<file path="config.mk">
export PLATFORM = sky130hd
export DESIGN_NAME = packed_dna_reverse_complement
export DESIGN_NICKNAME = d
export VERILOG_FILES = /design/src/rtl/core/pdrc_pkg.sv /design/src/rtl/core/pdrc_csr.sv /design/src/rtl/core/pdrc_ctrl.sv /design/src/rtl/core/pdrc_dp.sv /design/src/rtl/core/packed_dna_reverse_complement.sv
export VERILOG_INCLUDE_DIRS = /design/src /design/src/rtl/core
export SDC_FILE = /design/constraint.sdc
export NUM_CORES = 1
export LEC_CHECK = 0
export ABC_AREA = 1
export BUFFER_PORTS_ARGS = -buffer_cell sky130_fd_sc_hd__buf_2
export CORE_MARGIN = 2
export CORE_UTILIZATION = 45
export CTS_CLUSTER_DIAMETER = 200
export CTS_CLUSTER_SIZE = 20
export DETAILED_ROUTE_END_ITERATION = 16
export SLEW_MARGIN = 20
export SYNTH_ARGS = -nofsm -noshare
export SYNTH_HDL_FRONTEND = slang
export SYNTH_HIERARCHICAL = 1
export SYNTH_SLANG_ARGS = --single-unit
</file>
<file path="constraint.sdc">
create_clock -name clock -period 3.7 [get_ports clock]
set_input_delay 0.37 -clock clock [delete_from_list [all_inputs] [get_ports clock]]
set_output_delay 0.37 -clock clock [all_outputs]
set_load 0.1 [all_outputs]
</file>
<file path="src/rtl/core/packed_dna_reverse_complement_defines.svh">
// assertion macros shared by the reverse complement rtl
// no dependencies; included by the modules that carry checks
`ifndef PACKED_DNA_REVERSE_COMPLEMENT_DEFINES_SVH
`define PACKED_DNA_REVERSE_COMPLEMENT_DEFINES_SVH

// same-cycle implication, disabled during reset
`define PDRC_ASSERT_NOW(label, clk, rst, ante, cons, msg) \
   label: assert property (@(posedge clk) disable iff (rst) (ante) |-> (cons)) \
      else $error(msg);

// next-cycle implication, disabled during reset
`define PDRC_ASSERT_NEXT(label, clk, rst, ante, cons, msg) \
   label: assert property (@(posedge clk) disable iff (rst) (ante) |=> (cons)) \
      else $error(msg);

`endif

</file>
<file path="src/rtl/core/pdrc_pkg.sv">
// shared types, register codes and nucleotide complement functions
// no dependencies; imported by every reverse complement module
package pdrc_pkg;

   localparam int CSR_ADDR_W = 4;
   localparam int CSR_DATA_W = 32;

   localparam logic [1:0] REG_CODE_A = 2'd0;
   localparam logic [1:0] REG_CODE_C = 2'd1;
   localparam logic [1:0] REG_CODE_G = 2'd2;
   localparam logic [1:0] REG_CODE_T = 2'd3;

   localparam logic [1:0] CODE_A_RESET = 2'd0;
   localparam logic [1:0] CODE_C_RESET = 2'd1;
   localparam logic [1:0] CODE_G_RESET = 2'd3;
   localparam logic [1:0] CODE_T_RESET = 2'd2;

   typedef enum logic [1:0] {
      ST_LOAD,
      ST_READ,
      ST_SHAPE
   } state_type;

   typedef struct packed {
      logic a;
      logic c;
      logic g;
      logic t;
   } unused_type;

   typedef struct packed {
      logic [1:0] a;
      logic [1:0] c;
      logic [1:0] g;
      logic [1:0] t;
   } codes_type;

   typedef struct packed {
      logic wr_en;
      logic rd_en;
      logic load_out;
   } cmd_type;

   typedef struct packed {
      logic last_load;
      logic last_emit;
      logic out_free;
   } status_type;

   // priority order follows the complement rule for non-permutation codes
   function automatic logic [1:0] comp_code(input logic [1:0] x, input codes_type cd);
      logic [1:0] r;
      if (x == cd.t) begin
         r = cd.a;
      end else if (x == cd.g) begin
         r = cd.c;
      end else if (x == cd.c) begin
         r = cd.g;
      end else if (x == cd.a) begin
         r = cd.t;
      end else begin
         r = x;
      end
      return r;
   endfunction

   // reverse the four groups and complement each
   function automatic logic [7:0] revcomp_byte(input logic [7:0] b, input codes_type cd);
      logic [7:0] r;
      r[7:6] = comp_code(b[1:0], cd);
      r[5:4] = comp_code(b[3:2], cd);
      r[3:2] = comp_code(b[5:4], cd);
      r[1:0] = comp_code(b[7:6], cd);
      return r;
   endfunction

endpackage

</file>
<file path="src/rtl/core/pdrc_csr.sv">
// code registers behind the apb-style configuration port
// depends on pdrc_pkg
module pdrc_csr (
   input  logic                               clock,
   input  logic                               reset,
   input  logic                               psel,
   input  logic                               penable,
   input  logic                               pwrite,
   input  logic [pdrc_pkg::CSR_ADDR_W-1:0]    paddr,
   input  logic [pdrc_pkg::CSR_DATA_W-1:0]    pwdata,
   output logic [pdrc_pkg::CSR_DATA_W-1:0]    prdata,
   output pdrc_pkg::codes_type                codes
);
   import pdrc_pkg::*;

   codes_type  codes_ff;
   codes_type  codes_in;
   logic       wr_hit;
   logic [1:0] rd_val;

   assign wr_hit = psel && penable && pwrite;

   always_comb begin
      codes_in = codes_ff;
      if (wr_hit) begin
         case (paddr[3:2])
            REG_CODE_A: codes_in.a = pwdata[1:0];
            REG_CODE_C: codes_in.c = pwdata[1:0];
            REG_CODE_G: codes_in.g = pwdata[1:0];
            REG_CODE_T: codes_in.t = pwdata[1:0];
            default:    codes_in   = codes_ff;
         endcase
      end
   end

   always_ff @(posedge clock) begin
      if (reset) begin
         codes_ff <= '{a: CODE_A_RESET, c: CODE_C_RESET, g: CODE_G_RESET, t: CODE_T_RESET};
      end else begin
         codes_ff <= codes_in;
      end
   end

   always_comb begin
      case (paddr[3:2])
         REG_CODE_A: rd_val = codes_ff.a;
         REG_CODE_C: rd_val = codes_ff.c;
         REG_CODE_G: rd_val = codes_ff.g;
         REG_CODE_T: rd_val = codes_ff.t;
         default:    rd_val = 2'd0;
      endcase
   end

   assign prdata = {{(CSR_DATA_W-2){1'b0}}, rd_val};
   assign codes  = codes_ff;

endmodule

</file>
<file path="src/rtl/core/pdrc_ctrl.sv">
// sequencer: loads bytes, then reads the store backwards one byte at a time
// depends on pdrc_pkg and the assertion macro header
`include "packed_dna_reverse_complement_defines.svh"
module pdrc_ctrl (
   input  logic                 clock,
   input  logic                 reset,
   input  logic                 req_valid,
   output logic                 req_ready,
   input  pdrc_pkg::status_type status,
   output pdrc_pkg::cmd_type    cmd
);
   import pdrc_pkg::*;

   state_type state_ff;
   state_type state_in;

   always_ff @(posedge clock) begin
      if (reset) begin
         state_ff <= ST_LOAD;
      end else begin
         state_ff <= state_in;
      end
   end

   always_comb begin
      state_in = state_ff;
      case (state_ff)
         ST_LOAD: begin
            if (req_valid && status.last_load) begin
               state_in = ST_READ;
            end
         end
         ST_READ: begin
            state_in = ST_SHAPE;
         end
         ST_SHAPE: begin
            if (status.out_free) begin
               state_in = status.last_emit ? ST_LOAD : ST_READ;
            end
         end
         default: begin
            state_in = ST_LOAD;
         end
      endcase
   end

   always_comb begin
      req_ready    = 1'b0;
      cmd.wr_en    = 1'b0;
      cmd.rd_en    = 1'b0;
      cmd.load_out = 1'b0;
      case (state_ff)
         ST_LOAD: begin
            req_ready = 1'b1;
            cmd.wr_en = req_valid;
         end
         ST_READ: begin
            cmd.rd_en = 1'b1;
         end
         ST_SHAPE: begin
            cmd.load_out = status.out_free;
         end
         default: begin
            req_ready = 1'b0;
         end
      endcase
   end

   `PDRC_ASSERT_NOW(a_no_write_and_read, clock, reset, 1'b1, !(cmd.wr_en && cmd.rd_en), "store written and read together")
   `PDRC_ASSERT_NEXT(a_read_then_shape, clock, reset, cmd.rd_en, state_ff == ST_SHAPE, "read not followed by shaping")
   `PDRC_ASSERT_NEXT(a_hold_when_blocked, clock, reset, (state_ff == ST_SHAPE) && !status.out_free, state_ff == ST_SHAPE, "shaping left while output blocked")

endmodule

</file>
<file path="src/rtl/core/pdrc_dp.sv">
// datapath: sequence store, counters, reverse complement and realignment, output register
// depends on pdrc_pkg and the assertion macro header
`include "packed_dna_reverse_complement_defines.svh"
module pdrc_dp #(
   parameter int MAX_BYTES = 64
) (
   input  logic                 clock,
   input  logic                 reset,
   input  pdrc_pkg::cmd_type    cmd,
   output pdrc_pkg::status_type status,
   input  pdrc_pkg::codes_type  codes,
   input  logic [7:0]           req_packed_byte,
   input  logic [8:0]           req_nucl_count,
   output logic                 rsp_valid,
   input  logic                 rsp_ready,
   output logic [7:0]           rsp_out_byte,
   output logic                 rsp_last_byte
);
   import pdrc_pkg::*;

   localparam int AW = (MAX_BYTES > 1) ? $clog2(MAX_BYTES) : 1;
   localparam int CW = $clog2(MAX_BYTES + 1);
   localparam int LEN_MAX = 4 * MAX_BYTES;
   localparam logic [12:0] LEN_MAX_V = 13'(LEN_MAX);

   logic [7:0]    mem [MAX_BYTES];
   logic [7:0]    rdata_ff;

   logic [CW-1:0] cnt_ff, cnt_in;
   logic [CW-1:0] rd_ptr_ff, rd_ptr_in;
   logic [8:0]    len_ff, len_in;
   logic [7:0]    prev_ff, prev_in;
   logic          rsp_valid_ff, rsp_valid_in;
   logic [7:0]    rsp_out_byte_ff;
   logic          rsp_last_byte_ff;

   logic [8:0]    req_len;
   logic [8:0]    len_now;
   logic [9:0]    len_p3;
   logic [CW-1:0] nb_now;
   logic          first;
   logic [1:0]    pad;
   logic [2:0]    shift;
   logic [7:0]    cur;
   logic [15:0]   joined;

   // length clean-up: zero reads as one, overlong saturates
   always_comb begin
      req_len = (req_nucl_count == 9'd0) ? 9'd1 : req_nucl_count;
      if ({4'd0, req_len} > LEN_MAX_V) begin
         req_len = LEN_MAX_V[8:0];
      end
   end

   assign first   = (cnt_ff == '0);
   assign len_now = first ? req_len : len_ff;
   assign len_p3  = {1'b0, len_now} + 10'd3;
   assign nb_now  = CW'(len_p3[9:2]);

   assign status.last_load = (CW'(cnt_ff + CW'(1)) == nb_now);
   assign status.last_emit = (rd_ptr_ff == '0);
   assign status.out_free  = !rsp_valid_ff || rsp_ready;

   always_comb begin
      cnt_in    = cnt_ff;
      rd_ptr_in = rd_ptr_ff;
      len_in    = len_ff;
      prev_in   = prev_ff;
      if (cmd.wr_en) begin
         len_in = len_now;
         if (status.last_load) begin
            cnt_in    = '0;
            rd_ptr_in = CW'(nb_now - CW'(1));
            prev_in   = 8'd0;
         end else begin
            cnt_in = CW'(cnt_ff + CW'(1));
         end
      end
      if (cmd.load_out) begin
         prev_in = cur;
         if (!status.last_emit) begin
            rd_ptr_in = CW'(rd_ptr_ff - CW'(1));
         end
      end
   end

   always_ff @(posedge clock) begin
      if (reset) begin
         cnt_ff    <= '0;
         rd_ptr_ff <= '0;
         len_ff    <= 9'd0;
         prev_ff   <= 8'd0;
      end else begin
         cnt_ff    <= cnt_in;
         rd_ptr_ff <= rd_ptr_in;
         len_ff    <= len_in;
         prev_ff   <= prev_in;
      end
   end

   always_ff @(posedge clock) begin
      if (cmd.wr_en) begin
         mem[cnt_ff[AW-1:0]] <= req_packed_byte;
      end
      if (cmd.rd_en) begin
         rdata_ff <= mem[rd_ptr_ff[AW-1:0]];
      end
   end

   // realign: drop twice the padding from the bottom, carry from the previous byte
   assign pad    = 2'(2'd0 - len_ff[1:0]);
   assign shift  = {pad, 1'b0};
   assign cur    = revcomp_byte(rdata_ff, codes);
   assign joined = {prev_ff, cur} >> shift;

   always_comb begin
      rsp_valid_in = rsp_valid_ff;
      if (cmd.load_out) begin
         rsp_valid_in = 1'b1;
      end else if (rsp_ready) begin
         rsp_valid_in = 1'b0;
      end
   end

   always_ff @(posedge clock) begin
      if (reset) begin
         rsp_valid_ff <= 1'b0;
      end else begin
         rsp_valid_ff <= rsp_valid_in;
      end
   end

   always_ff @(posedge clock) begin
      if (cmd.load_out) begin
         rsp_out_byte_ff  <= joined[7:0];
         rsp_last_byte_ff <= status.last_emit;
      end
   end

   assign rsp_valid     = rsp_valid_ff;
   assign rsp_out_byte  = rsp_out_byte_ff;
   assign rsp_last_byte = rsp_last_byte_ff;

   `PDRC_ASSERT_NOW(a_no_overwrite, clock, reset, cmd.load_out, !rsp_valid_ff || rsp_ready, "pending result overwritten")
   `PDRC_ASSERT_NOW(a_count_in_range, clock, reset, 1'b1, {1'b0, cnt_ff} < (CW+1)'(MAX_BYTES), "load count beyond store depth")
   `PDRC_ASSERT_NEXT(a_last_flag, clock, reset, cmd.load_out && (rd_ptr_ff == '0), rsp_valid_ff && rsp_last_byte_ff, "final transfer not flagged")

endmodule

</file>
<file path="src/rtl/core/packed_dna_reverse_complement.sv">
// reverse complement of a right-aligned 2-bit packed dna sequence
// loading accepts one byte per cycle; after the last byte the store is read backwards,
// one store read and one shaping step per result byte, shaping waits while the output
// is blocked, and no new byte is accepted until the last result byte is registered
// synchronous active-high reset empties the load count; code registers return to a=0 c=1 g=3 t=2
// depends on pdrc_pkg, pdrc_csr, pdrc_ctrl and pdrc_dp
module packed_dna_reverse_complement #(
   parameter int MAX_BYTES = 64
) (
   input  logic                            clock,
   input  logic                            reset,
   input  logic                            req_valid,
   output logic                            req_ready,
   input  logic [7:0]                      req_packed_byte,
   input  logic [8:0]                      req_nucl_count,
   output logic                            rsp_valid,
   input  logic                            rsp_ready,
   output logic [7:0]                      rsp_out_byte,
   output logic                            rsp_last_byte,
   input  logic                            psel,
   input  logic                            penable,
   input  logic                            pwrite,
   input  logic [pdrc_pkg::CSR_ADDR_W-1:0] paddr,
   input  logic [pdrc_pkg::CSR_DATA_W-1:0] pwdata,
   output logic [pdrc_pkg::CSR_DATA_W-1:0] prdata,
   output logic                            pready
);
   import pdrc_pkg::*;

   codes_type  codes;
   cmd_type    cmd;
   status_type status;

   assign pready = 1'b1;

   pdrc_csr u_csr (
      .clock   (clock),
      .reset   (reset),
      .psel    (psel),
      .penable (penable),
      .pwrite  (pwrite),
      .paddr   (paddr),
      .pwdata  (pwdata),
      .prdata  (prdata),
      .codes   (codes)
   );

   pdrc_ctrl u_ctrl (
      .clock     (clock),
      .reset     (reset),
      .req_valid (req_valid),
      .req_ready (req_ready),
      .status    (status),
      .cmd       (cmd)
   );

   pdrc_dp #(
      .MAX_BYTES (MAX_BYTES)
   ) u_dp (
      .clock           (clock),
      .reset           (reset),
      .cmd             (cmd),
      .status          (status),
      .codes           (codes),
      .req_packed_byte (req_packed_byte),
      .req_nucl_count  (req_nucl_count),
      .rsp_valid       (rsp_valid),
      .rsp_ready       (rsp_ready),
      .rsp_out_byte    (rsp_out_byte),
      .rsp_last_byte   (rsp_last_byte)
   );

endmodule

</file>
Word-level counts from Yosys, hierarchy flattened
Memory sizes are Yosys's and may differ from the RTL's. A register that Yosys moved wholly into a read port is not among the register bits.
Cells that the tools add are included.
- input bits: 60
- register bits after elaboration: 51
- output and inout port bits: 44
- bits in latches: 0
- word-level logic and storage cells: 103
- memory bits (writable): 512
- bits in read-only memories: 0
- memories kept: 1
- multiply operators: 0
- magnitude comparators: 1
- shift-type cells: 1
- reductions and logical operators: 19
- bitwise logic cells: 0
- divide/modulo/power cells: 0
- $add $sub $neg: 5
- eq/ne operators: 24
- muxes and demuxes: 40
- memory list (name ; words ; bits a word ; read ports ; clocked after Yosys merged registers in ; wr ports ; line ; source):
    u_dp.mem ; 64 ; 8 ; 1 ; 1 ; 1 ; pdrc_dp.sv:26 ; logic [7:0] mem [MAX_BYTES];
- operator list (operator ; number):
    2-to-1 mux 2 bit ; 18
    2-to-1 mux 7 bit ; 5
    equality test 2 bit ; 16
    2-to-1 mux 9 bit ; 3
    2-to-1 mux 8 bit ; 3
    >> shifter 16 x 3 -> 8 bit ; 1
    zero test 7 bit ; 2
    subtractor 7 x 1 -> 7 bit (second input constant) ; 2
    AND reduction 2 bit ; 6
    adder 9 x 2 -> 9 bit (second input constant) ; 1
    > comparator 9 bit (second input constant) ; 1
    zero test 9 bit ; 1
    2-to-1 mux 1 bit ; 9
    case mux 2 bit (4 select lines) ; 1
    adder 7 x 1 -> 7 bit (second input constant) ; 1
    equality test 7 bit ; 1
    equality test 2 bit (second input constant) ; 3
    case mux 2 bit (3 select lines) ; 1
    nonzero test 2 bit ; 3
    equality test 2 x 1 -> 1 bit (second input constant) ; 2
    zero test 2 bit ; 2
    inequality test 2 x 1 -> 1 bit (second input constant) ; 2
    logical AND 1 bit ; 3
    subtractor 1 x 2 -> 2 bit (first input constant) ; 1
    2 further kinds ; 2

Depth between registers and ports, before layout
- depth after elaboration: 11
- depth in mapped cells: 23
- gate-level depth less buffers: 23

By module
The synthesis kept the hierarchy.
- modules (own cells, without submodules) (module ; sequential area each (um^2) ; cells an instance ; area each (um^2) ; times used):
    pdrc_dp ; 16485.8 ; 2086 ; 23885.4 ; 1
    pdrc_csr ; 160.2 ; 97 ; 643.1 ; 1
    pdrc_ctrl ; 40.0 ; 20 ; 121.4 ; 1
    packed_dna_reverse_complement ; 0.0 ; 2 ; 11.3 ; 1

Worst setup path before layout
OpenSTA, ideal clock, no wires.
- path kind: register to register
- start point: register u_dp.rsp_valid_ff (netlist: u_dp/rsp_valid)
- end point: register u_dp.rd_ptr_ff[0]
- path slack: 0.595 ns
- data required time: 3.591 ns
- cell stages (with the launch flop): 11
- arrival time: 2.996 ns
- library setup time: 0.109 ns
- cell sequence: dfxtp_1 -> nand2_1 -> inv_1 -> nor3_1 -> inv_1 -> nor2_1 -> inv_1 -> o21ai_0 -> inv_1 -> nand2_1 -> inv_1
- RTL lines (what ; line ; source):
    from (decl) ; pdrc_dp.sv:33 ; logic rsp_valid_ff, rsp_valid_in;
    from (signal assigned) ; pdrc_dp.sv:129 ; rsp_valid_ff <= rsp_valid_in;
    to (signal assigned) ; pdrc_dp.sv:95 ; rd_ptr_ff <= rd_ptr_in;
    to (decl) ; pdrc_dp.sv:30 ; logic [CW-1:0] rd_ptr_ff, rd_ptr_in;

Worst setup path after layout
- start point: register u_dp.cnt_ff[0]
- end point: register u_dp.rd_ptr_ff[2]
- word-level cells in the longest chain between the ends: 8
- RTL lines (what ; line ; source):
    from (decl) ; pdrc_dp.sv:29 ; logic [CW-1:0] cnt_ff, cnt_in;
    from (signal assigned) ; pdrc_dp.sv:94 ; cnt_ff <= cnt_in;
    zero test 7 bit ; pdrc_dp.sv:55 ; assign first = (cnt_ff == '0);
    2-to-1 mux 9 bit ; pdrc_dp.sv:56 ; assign len_now = first ? req_len : len_ff;
    adder 9 x 2 -> 9 bit ; pdrc_dp.sv:57 ; assign len_p3 = {1'b0, len_now} + 10'd3;
    subtractor 7 x 1 -> 7 bit / equality test 7 bit (equally long branches) ; pdrc_dp.sv:73, pdrc_dp.sv:60 ;
    2-to-1 mux 7 bit * ; pdrc_dp.sv:71 ; if (status.last_load) begin
    2-to-1 mux 7 bit * ; pdrc_dp.sv:69 ; if (cmd.wr_en) begin
    2-to-1 mux 7 bit ; pdrc_dp.sv:81 ; if (!status.last_emit) begin
    2-to-1 mux 7 bit * ; pdrc_dp.sv:79 ; if (cmd.load_out) begin
Mark *: on every way between the ends. The rest lies on a longest branch, timed or not.
A chain may end at the register's enable or synchronous reset.

==> results.cfg <==
[outcome]
status = finished, final reports clean

[global_routing]
grt_pass1_wl_um = 96400
grt_start_max_net_pins = 100
first_global_vias = 16200
grt.total_usage_pct = 22.4
grt_antenna_before_repair = 3
grt-ovfl-total = 0

[power_and_ir_drop]
total_leakage_power_nw = 9.29
comb_power_share_pct = 14.7
intPower_mw = 9.32
total_power_mw = 12.9
p_seq_share_pct = 55.7
pwr_density_cell_nw_per_um2 = 479
ir_worst_vdd_uv = 310
share_clk_of_total_power_pct = 29.5
power.switching_fraction_pct = 27.7
net-switching-power_mw = 3.58

[detailed_routing]
drtPass1Iterations = 5
routed_wl_um = 63500
vias_per_cell = 5.79
antenna_violating_nets_post_route = 0
detail_route.wl_per_cell_um = 21.5
drc_violations = 0
vias = 17100
starting_drt_drc_count = 1907

[floorplan]
coreArea_sq_um = 54000
dieWidth_um = 238
dieHeight_um = 238
start_util_pct = 45.6
core.rowCount = 85
fp.dieArea_sq_um = 56700
boundaryPins = 104

[layout]
final_net_count = 2312
antenna_cells_inserted = 0
post_route_cells_drive_above_1_share_pct = 10.1
design_area_sq_um = 26900
layout-area-overhead-vs-synth_pct = 9.17

[worst_setup_path]
rr_endpoint = u_dp/rd_ptr_ff[2]
critical-path-top-cell-by-count = nand2_1
critical-path-max-stage-delay_ns = 0.48
slowest_stage = dfxtp_1
worst_setup_path_start_kind = flip-flop
reg2regPathDepth = 19
crit_required_ns = 4.19
crit-reg2reg-launch = u_dp/cnt_ff[0]
worst-path-max-fanout = 9
count_of_buffering_cells_on_the_critical_path_with_inverters_included = 2
startpoint = u_dp/cnt_ff[0]
cp.arrival_ns = 3.47
crit_chain = inv_1 > ha_1 > nand2_1 > nor2_1 > nand2_2 > nand2_1 > nand2_2 > inv_2 > a21oi_4 > nand3_2 > nand2_1 > nand2_1 > nand2_1 > nand2_1 > nor2_2 > nand3_4 > nand2_1 > nand3_1 > a21oi_1
timing_worst_setup_path_type = flip-flop to flip-flop
cp-endpoint = u_dp/rd_ptr_ff[2]
worst_path_dominant_cell_family = simple AND/OR/NAND/NOR gates
crit_path_end_kind = flip-flop
critical_path_stages = 19
reg2reg_slack_ns = 0.72

[clocking]
htree_levels = 2
cts-root-to-sink-buffers = 3
cts_tree = done
clock_insertion_delay_worst_skew_ns = 0.61
root_buffer = clkbuf_16
cts_setup_buffers = 0
cts_hold_buf = 0
cts.reportedPaths.clkPinSlew_ns = 0.09
cts_resized = 0
cts-buffers-inserted = 34
clock_sink_count = 569

[yosys]
synth-edff-count = 529
synth_largest_type_area_fraction_pct = 64.4
syn-mean-instance-area_sq_um = 11.2
ys_types = 44
library_cell_with_the_largest_summed_area_after_synthesis = edfxtp_1
yosys_most_used_dff = edfxtp_1
post_synth_instance_area_sq_um = 24700
yosys-top-cells-area = edfxtp_1, o21ai_0, nor2_1, dfxtp_1, nand2_1
post-synth-top-count-cell = edfxtp_1
netlist_top_cells_count = edfxtp_1, nor2_1, o21ai_0, nand2_1, clkbuf_1
ys_ff_latch = 569
synth.yosys.warnings = 6
syn_inst = 2205
synth_async_sr_flop_share_pct = 0
synth.yosys.seq_area_share_pct = 67.7

[placed_design]
final_wtd_congestion = 0.857
postPlaceCellArea_sq_um = 26000
place.detailed.hpwl_um = 38400
portBuffers = 40

[job]
cap_viol_max_count = 0

[timing]
setup_violations = 0
achievable-frequency_ghz = 0.336
worst_tran_pin_value_ns = 1.01
rsz0062_at_grt = false
relSlewSlack_pct = 32.4
final.setup.tns_ns = 0
final_hold_viol_count = 0
finalCritPeriodShare_pct = 80.5
skew_ns = 0.0399
slew_violations = 0
period_needed_ns = 2.98

[worst_hold_path]
hold_path.class = input pin to flip-flop
## kinds of logic after synthesis
logic type                 synth area share [%]
and+or+nand+nor                            12.9
DFF                                        67.7
AOI/OAI and AO/OA                          12.9
buffers and inverters                      4.71
xor gates and xnor gates                   1.46
adders and majority gates                 0.203
muxes                                     0.122
other                                    0.0305
## metrics by stage
stage          util [%]  hold slack, ns  worst slack, ns  instances
3_3_place_gp       48.0           0.452            0.797       2908
2_1_floorplan         -           0.439            0.595       2234
6_report           49.8          0.0496            0.720       2955
3_5_place_dp       48.0           0.460            0.733       2908
5_1_grt            49.8          0.0391            0.303       2955
4_1_cts            49.8          0.0152            0.721       2955
## routing by layer
layer  track usage (%)  vias to the layer above  share of wire, %
met4              7.18                        6               3.0
li1                  -                     7905                 -
met5                 0                        -             0.063
met1              31.6                     8501                44
met2              35.7                      602                46
met3              3.76                      102               7.4
## cells in the final DEF, fill, tap and decap left out, drive strengths merged, types with 31 or more instances in the layout
| cell | n |
|---|---|
| o22ai | 96 |
| buf | 149 |
| o221ai | 57 |
| conb | 31 |
| o21ai | 335 |
| nand3 | 107 |
| nor2 | 444 |
| clkbuf | 43 |
| edfxtp | 529 |
| a21oi | 32 |
| inv | 98 |
| nand2 | 205 |
| xnor2 | 33 |
| dfxtp | 40 |
## sequential cells by signal (all words and copies together) (netlist names)
signal and flops:
u_dp/rsp_last_byte 1, u_dp/rdata_ff 8, u_ctrl/state_ff 2, u_dp/mem 512, u_dp/cnt_ff 7, u_dp/rsp_valid 1
u_dp/rd_ptr_ff 7, u_dp/rsp_out_byte 8, u_csr/codes 8, u_dp/prev_ff 6, u_dp/len_ff 9
## tightest hold or removal path: stages
cell	delay (ns)
buf_2	0.11
nand2_1	0.06
nand3_1	0.07
## cell type report
class	count	area, sq um
Fill cell	4804	27100
Sequential cell	569	16700
Multi-Input combinational cell	1396	6930
Timing Repair Buffer	149	1090
Clock buffer	43	885
Tap cell	696	871
Inverter	98	377
Clock inverter	4	75.1
## power by group through the flow
stage,Clock [mW],Combinational [mW],Sequential (mW)
after floorplan,0,1.27,7.33
after global placement,0,1.84,7.33
after detailed placement,0,1.87,7.34
after CTS,3.91,1.88,7.19
after global routing,4.10,2.07,7.20
final,3.81,1.90,7.19
## worst min path at each step
stage | startpoint | endpoint | cells past startpoint
3_5_place_dp | u_dp/prev_ff[4] | u_dp/prev_ff[4] | 2
5_1_grt | pwdata[1] | u_csr/codes[1] | 3
2_1_floorplan | reset | u_ctrl/state_ff[1] | 1
6_report | pwdata[1] | u_csr/codes[1] | 3
4_1_cts | pwdata[1] | u_csr/codes[1] | 3
3_3_place_gp | u_dp/prev_ff[5] | u_dp/prev_ff[5] | 2
(Power assumes the default switching activity.)
